File: src/design/md5_pkg.sv
`timescale 1ns / 1ps
// ----------------------------------------------------------------------------
// md5_pkg
// Shared types, constants and lookup functions of the MD5 digest unit: the
// round constants, the rotation and message word schedules, the initial
// chaining values and the control store of the step sequencer.
// ----------------------------------------------------------------------------
package md5_pkg;

  // Block buffer geometry: sixteen 32-bit little-endian words.
  localparam int unsigned WORD_W       = 32;
  localparam int unsigned BLOCK_WORDS  = 16;
  localparam int unsigned BLOCK_ADDR_W = $clog2(BLOCK_WORDS);
  localparam int unsigned BYTE_CNT_W   = 6;
  localparam int unsigned ROUND_W      = 6;
  localparam int unsigned WPTR_W       = BLOCK_ADDR_W + 1;
  localparam int unsigned MSG_BITS_W   = 64;

  // Word positions of the length field and the end of the zero fill.
  localparam logic [BLOCK_ADDR_W-1:0] WORD_LEN_LO = BLOCK_ADDR_W'(14);
  localparam logic [BLOCK_ADDR_W-1:0] WORD_LEN_HI = BLOCK_ADDR_W'(15);
  localparam logic [WPTR_W-1:0]       WPTR_FILL   = WPTR_W'(14);
  localparam logic [WPTR_W-1:0]       WPTR_WRAP   = WPTR_W'(16);
  localparam logic [BYTE_CNT_W-1:0]   BYTE_LAST   = BYTE_CNT_W'(63);
  localparam logic [ROUND_W-1:0]      ROUND_LAST  = ROUND_W'(63);

  localparam logic [7:0]        PAD_BYTE  = 8'h80;
  localparam logic [WORD_W-1:0] IV_A      = 32'h67452301;
  localparam logic [WORD_W-1:0] IV_B      = 32'hefcdab89;
  localparam logic [WORD_W-1:0] IV_C      = 32'h98badcfe;
  localparam logic [WORD_W-1:0] IV_D      = 32'h10325476;

  // Four working or chaining words.
  typedef struct packed {
    logic [WORD_W-1:0] a;
    logic [WORD_W-1:0] b;
    logic [WORD_W-1:0] c;
    logic [WORD_W-1:0] d;
  } md5_state_t;

  localparam md5_state_t IV_STATE = '{a: IV_A, b: IV_B, c: IV_C, d: IV_D};

  // Datapath operations selected by the control word.
  typedef enum logic [3:0] {
    OP_NOP    = 4'd0,
    OP_ACCEPT = 4'd1,
    OP_LOAD   = 4'd2,
    OP_ROUND  = 4'd3,
    OP_ADD    = 4'd4,
    OP_PAD    = 4'd5,
    OP_ZERO   = 4'd6,
    OP_WRAP   = 4'd7,
    OP_LEN_LO = 4'd8,
    OP_LEN_HI = 4'd9,
    OP_EMIT   = 4'd10
  } op_e;

  // Jump conditions: when true the sequencer takes the jump step.
  typedef enum logic [3:0] {
    CND_ALWAYS     = 4'd0,
    CND_NO_WORK    = 4'd1,
    CND_FULL       = 4'd2,
    CND_ROUND_MORE = 4'd3,
    CND_FINAL      = 4'd4,
    CND_LAST       = 4'd5,
    CND_ZERO_MORE  = 4'd6,
    CND_WPTR_END   = 4'd7,
    CND_OUT_BUSY   = 4'd8
  } cond_e;

  typedef logic [3:0] step_t;

  localparam step_t STEP_IDLE     = 4'd0;
  localparam step_t STEP_DISPATCH = 4'd1;
  localparam step_t STEP_LOAD     = 4'd2;
  localparam step_t STEP_ROUND    = 4'd3;
  localparam step_t STEP_ADD      = 4'd4;
  localparam step_t STEP_CHECK    = 4'd5;
  localparam step_t STEP_PAD      = 4'd6;
  localparam step_t STEP_ZERO     = 4'd7;
  localparam step_t STEP_WRAP     = 4'd8;
  localparam step_t STEP_LEN_LO   = 4'd9;
  localparam step_t STEP_LEN_HI   = 4'd10;
  localparam step_t STEP_EMIT     = 4'd11;

  typedef struct packed {
    op_e   op;
    cond_e cond;
    step_t jump_step;
    step_t next_step;
  } ctrl_word_t;

  // Control store of the sequencer, one word per step.
  function automatic ctrl_word_t ucode_rom(input step_t step);
    ctrl_word_t cw;
    cw = '{op: OP_NOP, cond: CND_ALWAYS, jump_step: STEP_IDLE, next_step: STEP_IDLE};
    case (step)
      STEP_IDLE:     cw = '{OP_ACCEPT, CND_NO_WORK,    STEP_IDLE,   STEP_DISPATCH};
      STEP_DISPATCH: cw = '{OP_NOP,    CND_FULL,       STEP_LOAD,   STEP_PAD};
      STEP_LOAD:     cw = '{OP_LOAD,   CND_ALWAYS,     STEP_ROUND,  STEP_ROUND};
      STEP_ROUND:    cw = '{OP_ROUND,  CND_ROUND_MORE, STEP_ROUND,  STEP_ADD};
      STEP_ADD:      cw = '{OP_ADD,    CND_FINAL,      STEP_EMIT,   STEP_CHECK};
      STEP_CHECK:    cw = '{OP_NOP,    CND_LAST,       STEP_PAD,    STEP_IDLE};
      STEP_PAD:      cw = '{OP_PAD,    CND_ALWAYS,     STEP_ZERO,   STEP_ZERO};
      STEP_ZERO:     cw = '{OP_ZERO,   CND_ZERO_MORE,  STEP_ZERO,   STEP_WRAP};
      STEP_WRAP:     cw = '{OP_WRAP,   CND_WPTR_END,   STEP_LOAD,   STEP_LEN_LO};
      STEP_LEN_LO:   cw = '{OP_LEN_LO, CND_ALWAYS,     STEP_LEN_HI, STEP_LEN_HI};
      STEP_LEN_HI:   cw = '{OP_LEN_HI, CND_ALWAYS,     STEP_LOAD,   STEP_LOAD};
      STEP_EMIT:     cw = '{OP_EMIT,   CND_OUT_BUSY,   STEP_EMIT,   STEP_IDLE};
      default:       cw = '{OP_NOP,    CND_ALWAYS,     STEP_IDLE,   STEP_IDLE};
    endcase
    return cw;
  endfunction

  // Message word used by a given round.
  function automatic logic [BLOCK_ADDR_W-1:0] word_index(input logic [ROUND_W-1:0] rnd);
    logic [BLOCK_ADDR_W-1:0] low;
    logic [BLOCK_ADDR_W-1:0] idx;
    low = rnd[BLOCK_ADDR_W-1:0];
    case (rnd[ROUND_W-1:ROUND_W-2])
      2'd0:    idx = low;
      2'd1:    idx = BLOCK_ADDR_W'(low * 4'd5 + 4'd1);
      2'd2:    idx = BLOCK_ADDR_W'(low * 4'd3 + 4'd5);
      default: idx = BLOCK_ADDR_W'(low * 4'd7);
    endcase
    return idx;
  endfunction

  // Left rotation amount, by round group and position within four.
  function automatic logic [4:0] rot_amount(input logic [ROUND_W-1:0] rnd);
    logic [4:0] s;
    case ({rnd[5:4], rnd[1:0]})
      4'd0:    s = 5'd7;
      4'd1:    s = 5'd12;
      4'd2:    s = 5'd17;
      4'd3:    s = 5'd22;
      4'd4:    s = 5'd5;
      4'd5:    s = 5'd9;
      4'd6:    s = 5'd14;
      4'd7:    s = 5'd20;
      4'd8:    s = 5'd4;
      4'd9:    s = 5'd11;
      4'd10:   s = 5'd16;
      4'd11:   s = 5'd23;
      4'd12:   s = 5'd6;
      4'd13:   s = 5'd10;
      4'd14:   s = 5'd15;
      default: s = 5'd21;
    endcase
    return s;
  endfunction

  // Additive constant of each round.
  function automatic logic [WORD_W-1:0] round_add(input logic [ROUND_W-1:0] rnd);
    logic [WORD_W-1:0] k;
    case (rnd)
      6'd0:  k = 32'hd76aa478;  6'd1:  k = 32'he8c7b756;
      6'd2:  k = 32'h242070db;  6'd3:  k = 32'hc1bdceee;
      6'd4:  k = 32'hf57c0faf;  6'd5:  k = 32'h4787c62a;
      6'd6:  k = 32'ha8304613;  6'd7:  k = 32'hfd469501;
      6'd8:  k = 32'h698098d8;  6'd9:  k = 32'h8b44f7af;
      6'd10: k = 32'hffff5bb1;  6'd11: k = 32'h895cd7be;
      6'd12: k = 32'h6b901122;  6'd13: k = 32'hfd987193;
      6'd14: k = 32'ha679438e;  6'd15: k = 32'h49b40821;
      6'd16: k = 32'hf61e2562;  6'd17: k = 32'hc040b340;
      6'd18: k = 32'h265e5a51;  6'd19: k = 32'he9b6c7aa;
      6'd20: k = 32'hd62f105d;  6'd21: k = 32'h02441453;
      6'd22: k = 32'hd8a1e681;  6'd23: k = 32'he7d3fbc8;
      6'd24: k = 32'h21e1cde6;  6'd25: k = 32'hc33707d6;
      6'd26: k = 32'hf4d50d87;  6'd27: k = 32'h455a14ed;
      6'd28: k = 32'ha9e3e905;  6'd29: k = 32'hfcefa3f8;
      6'd30: k = 32'h676f02d9;  6'd31: k = 32'h8d2a4c8a;
      6'd32: k = 32'hfffa3942;  6'd33: k = 32'h8771f681;
      6'd34: k = 32'h6d9d6122;  6'd35: k = 32'hfde5380c;
      6'd36: k = 32'ha4beea44;  6'd37: k = 32'h4bdecfa9;
      6'd38: k = 32'hf6bb4b60;  6'd39: k = 32'hbebfbc70;
      6'd40: k = 32'h289b7ec6;  6'd41: k = 32'heaa127fa;
      6'd42: k = 32'hd4ef3085;  6'd43: k = 32'h04881d05;
      6'd44: k = 32'hd9d4d039;  6'd45: k = 32'he6db99e5;
      6'd46: k = 32'h1fa27cf8;  6'd47: k = 32'hc4ac5665;
      6'd48: k = 32'hf4292244;  6'd49: k = 32'h432aff97;
      6'd50: k = 32'hab9423a7;  6'd51: k = 32'hfc93a039;
      6'd52: k = 32'h655b59c3;  6'd53: k = 32'h8f0ccc92;
      6'd54: k = 32'hffeff47d;  6'd55: k = 32'h85845dd1;
      6'd56: k = 32'h6fa87e4f;  6'd57: k = 32'hfe2ce6e0;
      6'd58: k = 32'ha3014314;  6'd59: k = 32'h4e0811a1;
      6'd60: k = 32'hf7537e82;  6'd61: k = 32'hbd3af235;
      6'd62: k = 32'h2ad7d2bb;  default: k = 32'heb86d391;
    endcase
    return k;
  endfunction

endpackage

File: src/design/md5_if.sv
`timescale 1ns / 1ps
// ----------------------------------------------------------------------------
// md5 channel interfaces
// Valid/ready channels of the digest unit: the message byte stream in and
// the digest out.
// ----------------------------------------------------------------------------
interface md5_in_if;
  logic       valid;
  logic       ready;
  logic [7:0] msg_byte;
  logic       byte_present;
  logic       is_last;

  modport source (output valid, output msg_byte, output byte_present, output is_last,
                  input ready);
  modport sink   (input valid, input msg_byte, input byte_present, input is_last,
                  output ready);
endinterface

interface md5_out_if;
  logic        valid;
  logic        ready;
  logic [63:0] digest_low;
  logic [63:0] digest_high;

  modport source (output valid, output digest_low, output digest_high, input ready);
  modport sink   (input valid, input digest_low, input digest_high, output ready);
endinterface

File: src/design/md5_message_digest_unit.sv
`timescale 1ns / 1ps
// ----------------------------------------------------------------------------
// md5_message_digest_unit
// MD5 digest of a byte stream, run by a small microcoded step sequencer.
// ----------------------------------------------------------------------------
// Usage:
// The input channel carries one message byte per transaction, with a flag
// telling whether the byte is present and a flag that ends the message. A
// bare end marker (no byte, last set) closes a message, so an empty message
// is allowed. The output channel carries one transaction per message: the
// 128-bit digest in standard byte order, bytes 0 to 7 in digest_low.
// Throughput: plain bytes are taken at one per cycle, the next following at
// once. A byte that fills the 64-byte block holds the input while the
// compression runs, one round per cycle through the single round unit.
// An item that ends the message holds the input while the marker, the zero
// fill (one buffer word a cycle) and the length are written and the block is
// compressed, and through a second compression when its byte fills the
// block or 56 or more bytes sit in the last block.
// The digest sits in an output register; while it waits to be taken the
// unit goes on accepting bytes of the next message, and it only holds in
// its final step when a second digest is ready before the first is taken.
// Reset clears the chaining words to the initial values, the counters and
// the output valid; the block buffer needs no clearing.
// ----------------------------------------------------------------------------
module md5_message_digest_unit (
  input  logic    clk_i,
  input  logic    rst_ni,
  md5_in_if.sink  in_ch_i,
  md5_out_if.source out_ch_o
);
  import md5_pkg::*;

  // Sequencer and control flags.
  step_t                   pc_q, pc_d;
  ctrl_word_t              cw;
  logic                    cond_true;
  logic [ROUND_W-1:0]      round_q, round_d;
  logic [BYTE_CNT_W-1:0]   cnt_q, cnt_d;
  logic [MSG_BITS_W-1:0]   bits_q, bits_d;
  logic [WPTR_W-1:0]       wptr_q, wptr_d;
  logic                    full_q, full_d;
  logic                    last_q, last_d;
  logic                    pad_q, pad_d;
  logic                    ovf_q, ovf_d;
  logic                    len_done_q, len_done_d;
  logic                    out_valid_q, out_valid_d;

  // Datapath registers.
  md5_state_t              chain_q, chain_d;
  md5_state_t              work_q, work_d;
  md5_state_t              round_next;
  logic [WORD_W-1:0]       wbuf_q, wbuf_d;
  logic [WORD_W-1:0]       pad_word;
  logic [63:0]             dig_lo_q, dig_lo_d;
  logic [63:0]             dig_hi_q, dig_hi_d;

  // Block buffer port.
  logic                    ram_we;
  logic [BLOCK_ADDR_W-1:0] ram_waddr;
  logic [WORD_W-1:0]       ram_wdata;
  logic [BLOCK_ADDR_W-1:0] ram_raddr;
  logic [WORD_W-1:0]       ram_rdata;

  logic                    in_fire;
  logic                    no_work;
  logic                    zero_more;
  logic                    out_busy;
  logic [1:0]              lane;

  assign cw        = ucode_rom(pc_q);
  assign in_fire   = in_ch_i.valid && in_ch_i.ready;
  assign lane      = cnt_q[1:0];
  assign out_busy  = out_valid_q && !out_ch_o.ready;
  assign zero_more = !(wptr_q == WPTR_FILL && !ovf_q) && (wptr_q != WPTR_WRAP);
  assign no_work   = !(in_fire && (in_ch_i.is_last ||
                                   (in_ch_i.byte_present && cnt_q == BYTE_LAST)));

  assign in_ch_i.ready        = (cw.op == OP_ACCEPT);
  assign out_ch_o.valid       = out_valid_q;
  assign out_ch_o.digest_low  = dig_lo_q;
  assign out_ch_o.digest_high = dig_hi_q;

  // Buffer word carrying the collected bytes, the 0x80 marker and zeros.
  always_comb begin
    for (int j = 0; j < 4; j++) begin
      if (2'(j) < lane) begin
        pad_word[8*j +: 8] = wbuf_q[8*j +: 8];
      end else if (2'(j) == lane) begin
        pad_word[8*j +: 8] = PAD_BYTE;
      end else begin
        pad_word[8*j +: 8] = 8'h00;
      end
    end
  end

  md5_ram #(
    .Width (WORD_W),
    .Depth (BLOCK_WORDS)
  ) u_block_ram (
    .clk_i   (clk_i),
    .we_i    (ram_we),
    .waddr_i (ram_waddr),
    .wdata_i (ram_wdata),
    .raddr_i (ram_raddr),
    .rdata_o (ram_rdata)
  );

  md5_round u_round (
    .state_i (work_q),
    .word_i  (ram_rdata),
    .round_i (round_q),
    .state_o (round_next)
  );

  // Jump condition of the current step.
  always_comb begin
    case (cw.cond)
      CND_ALWAYS:     cond_true = 1'b1;
      CND_NO_WORK:    cond_true = no_work;
      CND_FULL:       cond_true = full_q;
      CND_ROUND_MORE: cond_true = (round_q != ROUND_LAST);
      CND_FINAL:      cond_true = len_done_q;
      CND_LAST:       cond_true = last_q;
      CND_ZERO_MORE:  cond_true = zero_more;
      CND_WPTR_END:   cond_true = (wptr_q == WPTR_WRAP);
      CND_OUT_BUSY:   cond_true = out_busy;
      default:        cond_true = 1'b1;
    endcase
  end

  assign pc_d = cond_true ? cw.jump_step : cw.next_step;

  // Datapath operation of the current step.
  always_comb begin
    round_d     = round_q;
    cnt_d       = cnt_q;
    bits_d      = bits_q;
    wptr_d      = wptr_q;
    full_d      = full_q;
    last_d      = last_q;
    pad_d       = pad_q;
    ovf_d       = ovf_q;
    len_done_d  = len_done_q;
    chain_d     = chain_q;
    work_d      = work_q;
    wbuf_d      = wbuf_q;
    dig_lo_d    = dig_lo_q;
    dig_hi_d    = dig_hi_q;
    out_valid_d = out_valid_q;
    ram_we      = 1'b0;
    ram_waddr   = cnt_q[BYTE_CNT_W-1:2];
    ram_wdata   = '0;
    ram_raddr   = word_index(ROUND_W'(round_q + ROUND_W'(1)));

    if (out_valid_q && out_ch_o.ready) begin
      out_valid_d = 1'b0;
    end

    case (cw.op)
      OP_ACCEPT: begin
        if (in_fire) begin
          last_d = in_ch_i.is_last;
          full_d = in_ch_i.byte_present && (cnt_q == BYTE_LAST);
          if (in_ch_i.byte_present) begin
            wbuf_d[{lane, 3'b000} +: 8] = in_ch_i.msg_byte;
            cnt_d  = BYTE_CNT_W'(cnt_q + BYTE_CNT_W'(1));
            bits_d = bits_q + MSG_BITS_W'(8);
            if (lane == 2'd3) begin
              ram_we    = 1'b1;
              ram_wdata = {in_ch_i.msg_byte, wbuf_q[23:0]};
            end
          end
        end
      end
      OP_LOAD: begin
        work_d    = chain_q;
        round_d   = '0;
        full_d    = 1'b0;
        ram_raddr = word_index('0);
      end
      OP_ROUND: begin
        work_d  = round_next;
        round_d = ROUND_W'(round_q + ROUND_W'(1));
      end
      OP_ADD: begin
        chain_d.a = chain_q.a + work_q.a;
        chain_d.b = chain_q.b + work_q.b;
        chain_d.c = chain_q.c + work_q.c;
        chain_d.d = chain_q.d + work_q.d;
      end
      OP_PAD: begin
        // The marker word goes in once; the second pass of a two-block
        // finish only runs the zero fill.
        if (!pad_q) begin
          ram_we    = 1'b1;
          ram_wdata = pad_word;
          wptr_d    = WPTR_W'({1'b0, cnt_q[BYTE_CNT_W-1:2]} + WPTR_W'(1));
          ovf_d     = &cnt_q[BYTE_CNT_W-1:3];
          pad_d     = 1'b1;
        end
      end
      OP_ZERO: begin
        if (zero_more) begin
          ram_we    = 1'b1;
          ram_waddr = wptr_q[BLOCK_ADDR_W-1:0];
          wptr_d    = WPTR_W'(wptr_q + WPTR_W'(1));
        end
      end
      OP_WRAP: begin
        if (wptr_q == WPTR_WRAP) begin
          wptr_d = '0;
          ovf_d  = 1'b0;
        end
      end
      OP_LEN_LO: begin
        ram_we    = 1'b1;
        ram_waddr = WORD_LEN_LO;
        ram_wdata = bits_q[WORD_W-1:0];
      end
      OP_LEN_HI: begin
        ram_we     = 1'b1;
        ram_waddr  = WORD_LEN_HI;
        ram_wdata  = bits_q[MSG_BITS_W-1:WORD_W];
        len_done_d = 1'b1;
      end
      OP_EMIT: begin
        if (!out_busy) begin
          dig_lo_d    = {chain_q.b, chain_q.a};
          dig_hi_d    = {chain_q.d, chain_q.c};
          out_valid_d = 1'b1;
          chain_d     = IV_STATE;
          cnt_d       = '0;
          bits_d      = '0;
          last_d      = 1'b0;
          pad_d       = 1'b0;
          ovf_d       = 1'b0;
          len_done_d  = 1'b0;
        end
      end
      default: begin
      end
    endcase
  end

  // Control state and chaining words.
  always_ff @(posedge clk_i or negedge rst_ni) begin
    if (!rst_ni) begin
      pc_q        <= STEP_IDLE;
      round_q     <= '0;
      cnt_q       <= '0;
      bits_q      <= '0;
      wptr_q      <= '0;
      full_q      <= 1'b0;
      last_q      <= 1'b0;
      pad_q       <= 1'b0;
      ovf_q       <= 1'b0;
      len_done_q  <= 1'b0;
      out_valid_q <= 1'b0;
      chain_q     <= IV_STATE;
    end else begin
      pc_q        <= pc_d;
      round_q     <= round_d;
      cnt_q       <= cnt_d;
      bits_q      <= bits_d;
      wptr_q      <= wptr_d;
      full_q      <= full_d;
      last_q      <= last_d;
      pad_q       <= pad_d;
      ovf_q       <= ovf_d;
      len_done_q  <= len_done_d;
      out_valid_q <= out_valid_d;
      chain_q     <= chain_d;
    end
  end

  // Payload registers.
  always_ff @(posedge clk_i) begin
    work_q   <= work_d;
    wbuf_q   <= wbuf_d;
    dig_lo_q <= dig_lo_d;
    dig_hi_q <= dig_hi_d;
  end

  // A new digest only appears from the final step.
  assert property (@(posedge clk_i) disable iff (!rst_ni)
    $rose(out_valid_q) |-> $past(pc_q) == STEP_EMIT)
    else $error("digest valid raised outside the final step");

  // The round counter rests at zero outside the round loop.
  assert property (@(posedge clk_i) disable iff (!rst_ni)
    pc_q != STEP_ROUND |-> round_q == '0)
    else $error("round counter not at zero outside the round loop");

  // The length block is only built after the message end and the marker.
  assert property (@(posedge clk_i) disable iff (!rst_ni)
    len_done_q |-> last_q && pad_q)
    else $error("length written without end of message and marker");

  // The final step is only reached once the length block is compressed.
  assert property (@(posedge clk_i) disable iff (!rst_ni)
    pc_q == STEP_EMIT |-> len_done_q && !ovf_q)
    else $error("final step reached before the last block");

  // The fill pointer never runs past one block.
  assert property (@(posedge clk_i) disable iff (!rst_ni)
    wptr_q <= WPTR_WRAP)
    else $error("fill pointer beyond the block");

endmodule

File: src/design/md5_ram.sv
`timescale 1ns / 1ps
// ----------------------------------------------------------------------------
// md5_ram
// Generic single-write, single-read RAM with a registered read port.
// ----------------------------------------------------------------------------
module md5_ram #(
  parameter int unsigned Width = 32,
  parameter int unsigned Depth = 16
) (
  input  logic                     clk_i,
  input  logic                     we_i,
  input  logic [$clog2(Depth)-1:0] waddr_i,
  input  logic [Width-1:0]         wdata_i,
  input  logic [$clog2(Depth)-1:0] raddr_i,
  output logic [Width-1:0]         rdata_o
);

  logic [Width-1:0] mem_q [Depth];

  // Write port and registered read.
  always_ff @(posedge clk_i) begin
    if (we_i) begin
      mem_q[waddr_i] <= wdata_i;
    end
    rdata_o <= mem_q[raddr_i];
  end

endmodule

File: src/design/md5_round.sv
`timescale 1ns / 1ps
// ----------------------------------------------------------------------------
// md5_round
// One MD5 compression round: boolean function, additions, rotation and the
// rotation of the four working words.
// ----------------------------------------------------------------------------
module md5_round (
  input  md5_pkg::md5_state_t            state_i,
  input  logic [md5_pkg::WORD_W-1:0]     word_i,
  input  logic [md5_pkg::ROUND_W-1:0]    round_i,
  output md5_pkg::md5_state_t            state_o
);
  import md5_pkg::*;

  logic [WORD_W-1:0]   fn;
  logic [WORD_W-1:0]   sum;
  logic [2*WORD_W-1:0] dbl;
  logic [4:0]          shamt;

  // Boolean function of the round group.
  always_comb begin
    case (round_i[ROUND_W-1:ROUND_W-2])
      2'd0:    fn = (state_i.b & state_i.c) | (~state_i.b & state_i.d);
      2'd1:    fn = (state_i.b & state_i.d) | (state_i.c & ~state_i.d);
      2'd2:    fn = state_i.b ^ state_i.c ^ state_i.d;
      default: fn = state_i.c ^ (state_i.b | ~state_i.d);
    endcase
  end

  // Sum, left rotation via a doubled word, and the word shuffle.
  assign shamt = rot_amount(round_i);
  assign sum   = state_i.a + fn + round_add(round_i) + word_i;
  assign dbl   = {sum, sum} << shamt;

  assign state_o.a = state_i.d;
  assign state_o.b = state_i.b + dbl[2*WORD_W-1:WORD_W];
  assign state_o.c = state_i.b;
  assign state_o.d = state_i.c;

endmodule

File: src/flat_wrapper.sv
// flat-port wrapper written by rule: the top's interface ports become plain ports
module md5_message_digest_unit_flat import md5_pkg::*;
  (clk_i, rst_ni, in_ch_i_valid, in_ch_i_msg_byte, in_ch_i_byte_present, in_ch_i_is_last, in_ch_i_ready, out_ch_o_valid, out_ch_o_digest_low, out_ch_o_digest_high, out_ch_o_ready);
  md5_in_if in_ch_i_i ();
  md5_out_if out_ch_o_i ();
  input  logic clk_i;
  input  logic rst_ni;
  input wire logic [$bits(in_ch_i_i.valid)-1:0] in_ch_i_valid;
  input wire logic [$bits(in_ch_i_i.msg_byte)-1:0] in_ch_i_msg_byte;
  input wire logic [$bits(in_ch_i_i.byte_present)-1:0] in_ch_i_byte_present;
  input wire logic [$bits(in_ch_i_i.is_last)-1:0] in_ch_i_is_last;
  output wire logic [$bits(in_ch_i_i.ready)-1:0] in_ch_i_ready;
  output wire logic [$bits(out_ch_o_i.valid)-1:0] out_ch_o_valid;
  output wire logic [$bits(out_ch_o_i.digest_low)-1:0] out_ch_o_digest_low;
  output wire logic [$bits(out_ch_o_i.digest_high)-1:0] out_ch_o_digest_high;
  input wire logic [$bits(out_ch_o_i.ready)-1:0] out_ch_o_ready;
  assign in_ch_i_i.valid = in_ch_i_valid;
  assign in_ch_i_i.msg_byte = in_ch_i_msg_byte;
  assign in_ch_i_i.byte_present = in_ch_i_byte_present;
  assign in_ch_i_i.is_last = in_ch_i_is_last;
  assign in_ch_i_ready = in_ch_i_i.ready;
  assign out_ch_o_valid = out_ch_o_i.valid;
  assign out_ch_o_digest_low = out_ch_o_i.digest_low;
  assign out_ch_o_digest_high = out_ch_o_i.digest_high;
  assign out_ch_o_i.ready = out_ch_o_ready;
  md5_message_digest_unit u_core (.clk_i(clk_i), .rst_ni(rst_ni), .in_ch_i(in_ch_i_i), .out_ch_o(out_ch_o_i));
endmodule
File: config.mk
export PLATFORM = sky130hd
export DESIGN_NAME = md5_message_digest_unit_flat
export DESIGN_NICKNAME = d
export VERILOG_FILES = /design/src/design/md5_pkg.sv /design/src/design/md5_if.sv /design/src/design/md5_message_digest_unit.sv /design/src/design/md5_ram.sv /design/src/design/md5_round.sv /design/src/flat_wrapper.sv
export SDC_FILE = /design/constraint.sdc
export NUM_CORES = 2
export LEC_CHECK = 0
export BUFFER_PORTS_ARGS = -buffer_cell sky130_fd_sc_hd__buf_2
export CORE_ASPECT_RATIO = 0.75
export CORE_UTILIZATION = 55
export CTS_CLUSTER_DIAMETER = 60
export DETAILED_ROUTE_END_ITERATION = 7
export PLACE_DENSITY = 0.71
export REMOVE_ABC_BUFFERS = 1
export SLEW_MARGIN = 20
export SYNTH_ARGS = -nofsm -noshare
export SYNTH_HDL_FRONTEND = slang
export SYNTH_HIERARCHICAL = 1
export SYNTH_SLANG_ARGS = --single-unit
File: constraint.sdc
create_clock -name clk_i -period 25.8 [get_ports clk_i]
set_input_delay 1.29 -clock clk_i [delete_from_list [all_inputs] [get_ports clk_i]]
set_output_delay 1.29 -clock clk_i [all_outputs]
set_load 0.01 [all_outputs]
==> impl_summary.log <==
[metrics] outcome: complete, but fails checks
[metrics] violated checks: design-rule violations
[metrics] Max-slew headroom: 0.258
[metrics] Skew-Pair Late Insertion Delay: 0.73 ns
[metrics] layout-stage area growth over the synthesis result: 8.43%
[metrics] Worst VDD drop: 0.0585 mV
[metrics] leak pwr: 23.0 nW
[metrics] post-DR vias/cell: 6.53
[metrics] number of global-route vias before repair: 40400
[metrics] commonest non-fill, non-tap cells in the layout: sky130_fd_sc_hd__edfxtp_1, sky130_fd_sc_hd__nor2_1, sky130_fd_sc_hd__nand2_1, sky130_fd_sc_hd__a21oi_1, sky130_fd_sc_hd__inv_1
[metrics] switch share: 0.203
[metrics] Int Pwr: 0.00263 W
[metrics] sw power: 0.000671 W
[metrics] commonest non-fill, non-tap cell in the layout: sky130_fd_sc_hd__edfxtp_1
[metrics] crit path kind: reg2reg
[metrics] required time at the worst-slack endpoint: 26.28 ns
[metrics] Clock H-tree levels: 3
[metrics] unrepaired setup endpoints after global routing: false
[metrics] routability congestion estimate: 1.06
[metrics] Post-Synthesis Mean Instance Area: 11.5 sq um
[metrics] Final period util: 0.424
[metrics] delay of the slowest cell on the worst path: 1.17 ns
[metrics] number of gates resized after CTS: 0
[metrics] antenna viol nets, final: 0
[metrics] number of pins exceeding their max-slew limit in the final report: 0
[metrics] clock share of power: 0.456
[metrics] I/O pin cnt: 144
[metrics] asr flop ratio synth: 0.208
[metrics] final clock skew: 0.0593 ns
[metrics] critical path startpoint category: register
[metrics] total standard cell area after synthesis: 0.0593 sq mm
[metrics] wire length of the first global-routing pass: 263 mm
[metrics] CP Capture Type: register
[metrics] number of buffers created by CTS: 99
[metrics] antenna violations before repair: 10
[metrics] worst path arrival time: 11.41 ns
[metrics] number of buffer and inverter stages on the critical path: 5
[metrics] net count reported at finish: 5426
[metrics] hold buffers post-CTS: 0
[metrics] Setup violations, final: 0
[metrics] clock-pin slew on the worst setup and hold paths: 0.07 ns
[metrics] sequential power share: 0.540
[metrics] total gr overflow: 0
[metrics] clk root buf: sky130_fd_sc_hd__clkbuf_16
[metrics] Synth Register Bits: 1040
[metrics] Final Hold Viols: 0
[metrics] Die W: 381 um
[metrics] estimated wirelength of the detail-placed design: 123 mm
[metrics] Syn Inst Count: 5132
[metrics] PwrDens: 51.3 mW/mm^2
[metrics] worst slack at placement: 15.20 ns
[metrics] die outline area: 0.109 sq mm
[metrics] number of search-and-repair iterations in the first detailed-routing pass: 8
[metrics] Tightest Pin Transition: 1.11 ns
[metrics] number of DRC violations after detailed-routing iteration 0: 6148
[metrics] Cell Rows: 103
[metrics] initial standard-cell utilization of the core: 0.559
[metrics] number of synthesized flops with an enable pin: 792
[metrics] maximum capacitance violations: 0
[metrics] number of DRC violations after detailed routing: 1
[metrics] Worst Hold Margin: 0.482 ns
[metrics] post-CTS setup buffer count: 0
[metrics] Clock Sinks: 1040
[metrics] timing-limited maximum frequency: 91.5 MHz
[metrics] Routed wire per std cell: 26.9 um
[metrics] CTS max path bufs: 3
[metrics] core region area: 0.106 sq mm
[metrics] Combinational Power Share: 0.003
[metrics] sum of negative setup slack: 0 ns
[metrics] Worst path most repeated cell: sky130_fd_sc_hd__fa_1
[metrics] time the worst path needs with I/O delays and setup: 10.93 ns
[metrics] top cell family by delay on the critical path: compound AO/OA/AOI/OAI gates
[metrics] number of warnings issued by yosys: 6
[metrics] vias after detailed routing: 43200
[metrics] vertical extent of the die: 286 um
[metrics] Unique masters post-synth: 113
[metrics] final worst setup slack: 14.87 ns
[metrics] buffers added on ports: 143
[metrics] total global-route track usage: 0.322
[metrics] largest net degree at the start of global routing: 138
[metrics] min-delay worst type: reg2reg
[metrics] setup slack, reg-to-reg: 14.87 ns
[metrics] fraction of the yosys area taken by sequential cells: 0.505
[metrics] slowest library cell on the worst path: sky130_fd_sc_hd__clkinv_1
[metrics] Post-Route WL: 178 mm
[metrics] leading register cell type out of synthesis: sky130_fd_sc_hd__edfxtp_1
[metrics] layout cells sized above 1: 0.156
[metrics] clock tree from TritonCTS: done
[metrics] crit-path max FO: 69
## metrics by stage
step | power (W) | util | cell area [sq um] | cells
after floorplan | 0.00182 | - | 57500 | 4794
after global placement | 0.00183 | 0.574 | 60800 | 6427
after detailed placement | 0.00183 | 0.574 | 60800 | 6427
after CTS | 0.00332 | 0.606 | 64200 | 6614
after global routing | 0.00339 | 0.606 | 64200 | 6614
final | 0.00330 | 0.606 | 64200 | 6617
## Yosys cell counts (44+ instances only)
master | instances | area [sq um]
sky130_fd_sc_hd__fa_1 | 68 | 1360
sky130_fd_sc_hd__o21ai_0 | 248 | 1240
sky130_fd_sc_hd__a21o_1 | 78 | 586
sky130_fd_sc_hd__dfstp_2 | 64 | 1680
sky130_fd_sc_hd__buf_1 | 44 | 165
sky130_fd_sc_hd__a21oi_1 | 333 | 1670
sky130_fd_sc_hd__inv_1 | 258 | 968
sky130_fd_sc_hd__nor3_1 | 82 | 410
sky130_fd_sc_hd__nand3_1 | 138 | 691
sky130_fd_sc_hd__xnor2_1 | 122 | 1070
sky130_fd_sc_hd__mux2i_1 | 91 | 911
sky130_fd_sc_hd__clkbuf_1 | 146 | 548
sky130_fd_sc_hd__nand2_1 | 374 | 1400
sky130_fd_sc_hd__and2_1 | 56 | 350
sky130_fd_sc_hd__nor2_1 | 397 | 1490
sky130_fd_sc_hd__xor2_1 | 143 | 1250
sky130_fd_sc_hd__dfrtp_1 | 152 | 3800
sky130_fd_sc_hd__mux2_2 | 138 | 1550
sky130_fd_sc_hd__buf_4 | 106 | 796
sky130_fd_sc_hd__a22oi_1 | 73 | 548
sky130_fd_sc_hd__a211oi_1 | 66 | 495
sky130_fd_sc_hd__ha_1 | 233 | 2920
sky130_fd_sc_hd__edfxtp_1 | 792 | 23800
sky130_fd_sc_hd__mux4_2 | 136 | 3060
sky130_fd_sc_hd__a31oi_1 | 97 | 607
## path summary, 6_finish.rpt
check | end | start | cells after the start
min in group asynchronous | u_core/chain_q[85]$_DFFE_PN0P_ | rst_ni | 1
max in group asynchronous | u_core/bits_q[4]$_DFFE_PN0P_ | rst_ni | 3
hold reg to reg | u_core/len_done_q$_DFFE_PN0P_ | u_core/len_done_q$_DFFE_PN0P_ | 1
hold / removal | u_core/len_done_q$_DFFE_PN0P_ | u_core/len_done_q$_DFFE_PN0P_ | 1
setup / recovery | u_core/work_q[84]$_DFFE_PP_ | u_core/round_q[4]$_DFFE_PN0P_ | 36
setup reg to reg | u_core/work_q[84]$_DFFE_PP_ | u_core/round_q[4]$_DFFE_PN0P_ | 36
## cell families after synthesis
group	after synthesis	synth area share
buf+inv	601	0.0460
mux	365	0.0933
fa+ha+maj	331	0.0772
simple gates	1276	0.101
xor+xnor	265	0.0392
compound gates	1254	0.139
flops	1040	0.505
## sequential cells by signal, indices dropped and copies added, names as in the netlist, 4 cells and up
signal	cells
u_core/bits_q	61
u_core/chain_q	128
u_core/cnt_q	6
u_core/out_ch_o.digest_high	64
u_core/out_ch_o.digest_low	64
u_core/pc_q	4
u_core/round_q	6
u_core/u_block_ram/mem_q	512
u_core/u_block_ram/rdata_o	32
u_core/wbuf_q	24
u_core/work_q	128
u_core/wptr_q	5
## cell type report
| class | count | area [sq um] |
|---|---|---|
| Antenna cell | 3 | 7.51 |
| Clock buffer | 136 | 2740 |
| Clock inverter | 51 | 656 |
| Fill cell | 8306 | 41800 |
| Inverter | 263 | 1000 |
| Multi-Input combinational cell | 3491 | 26900 |
| Sequential cell | 1040 | 29900 |
| Tap cell | 1417 | 1770 |
| Timing Repair Buffer | 216 | 1300 |
## power groups by stage
stage	Combinational (W)	Clock, W	Sequential, W
after floorplan	0.000000509	0	0.00182
after global placement	0.0000116	0	0.00182
after detailed placement	0.0000116	0	0.00182
after CTS	0.0000117	0.00153	0.00178
after global routing	0.0000127	0.00159	0.00178
final	0.0000112	0.00151	0.00178
## per-layer routing
metal  share of wire  wire length [um]  up-vias  track usage
met5         0.00025                45        -            0
met4           0.021              3800        2       0.0699
met3            0.13             22500      285       0.0914
met2            0.41             72600     2444        0.439
met1            0.44             78700    21400        0.506
li1                -                 -    19100            -
(Power assumes the default switching activity.)
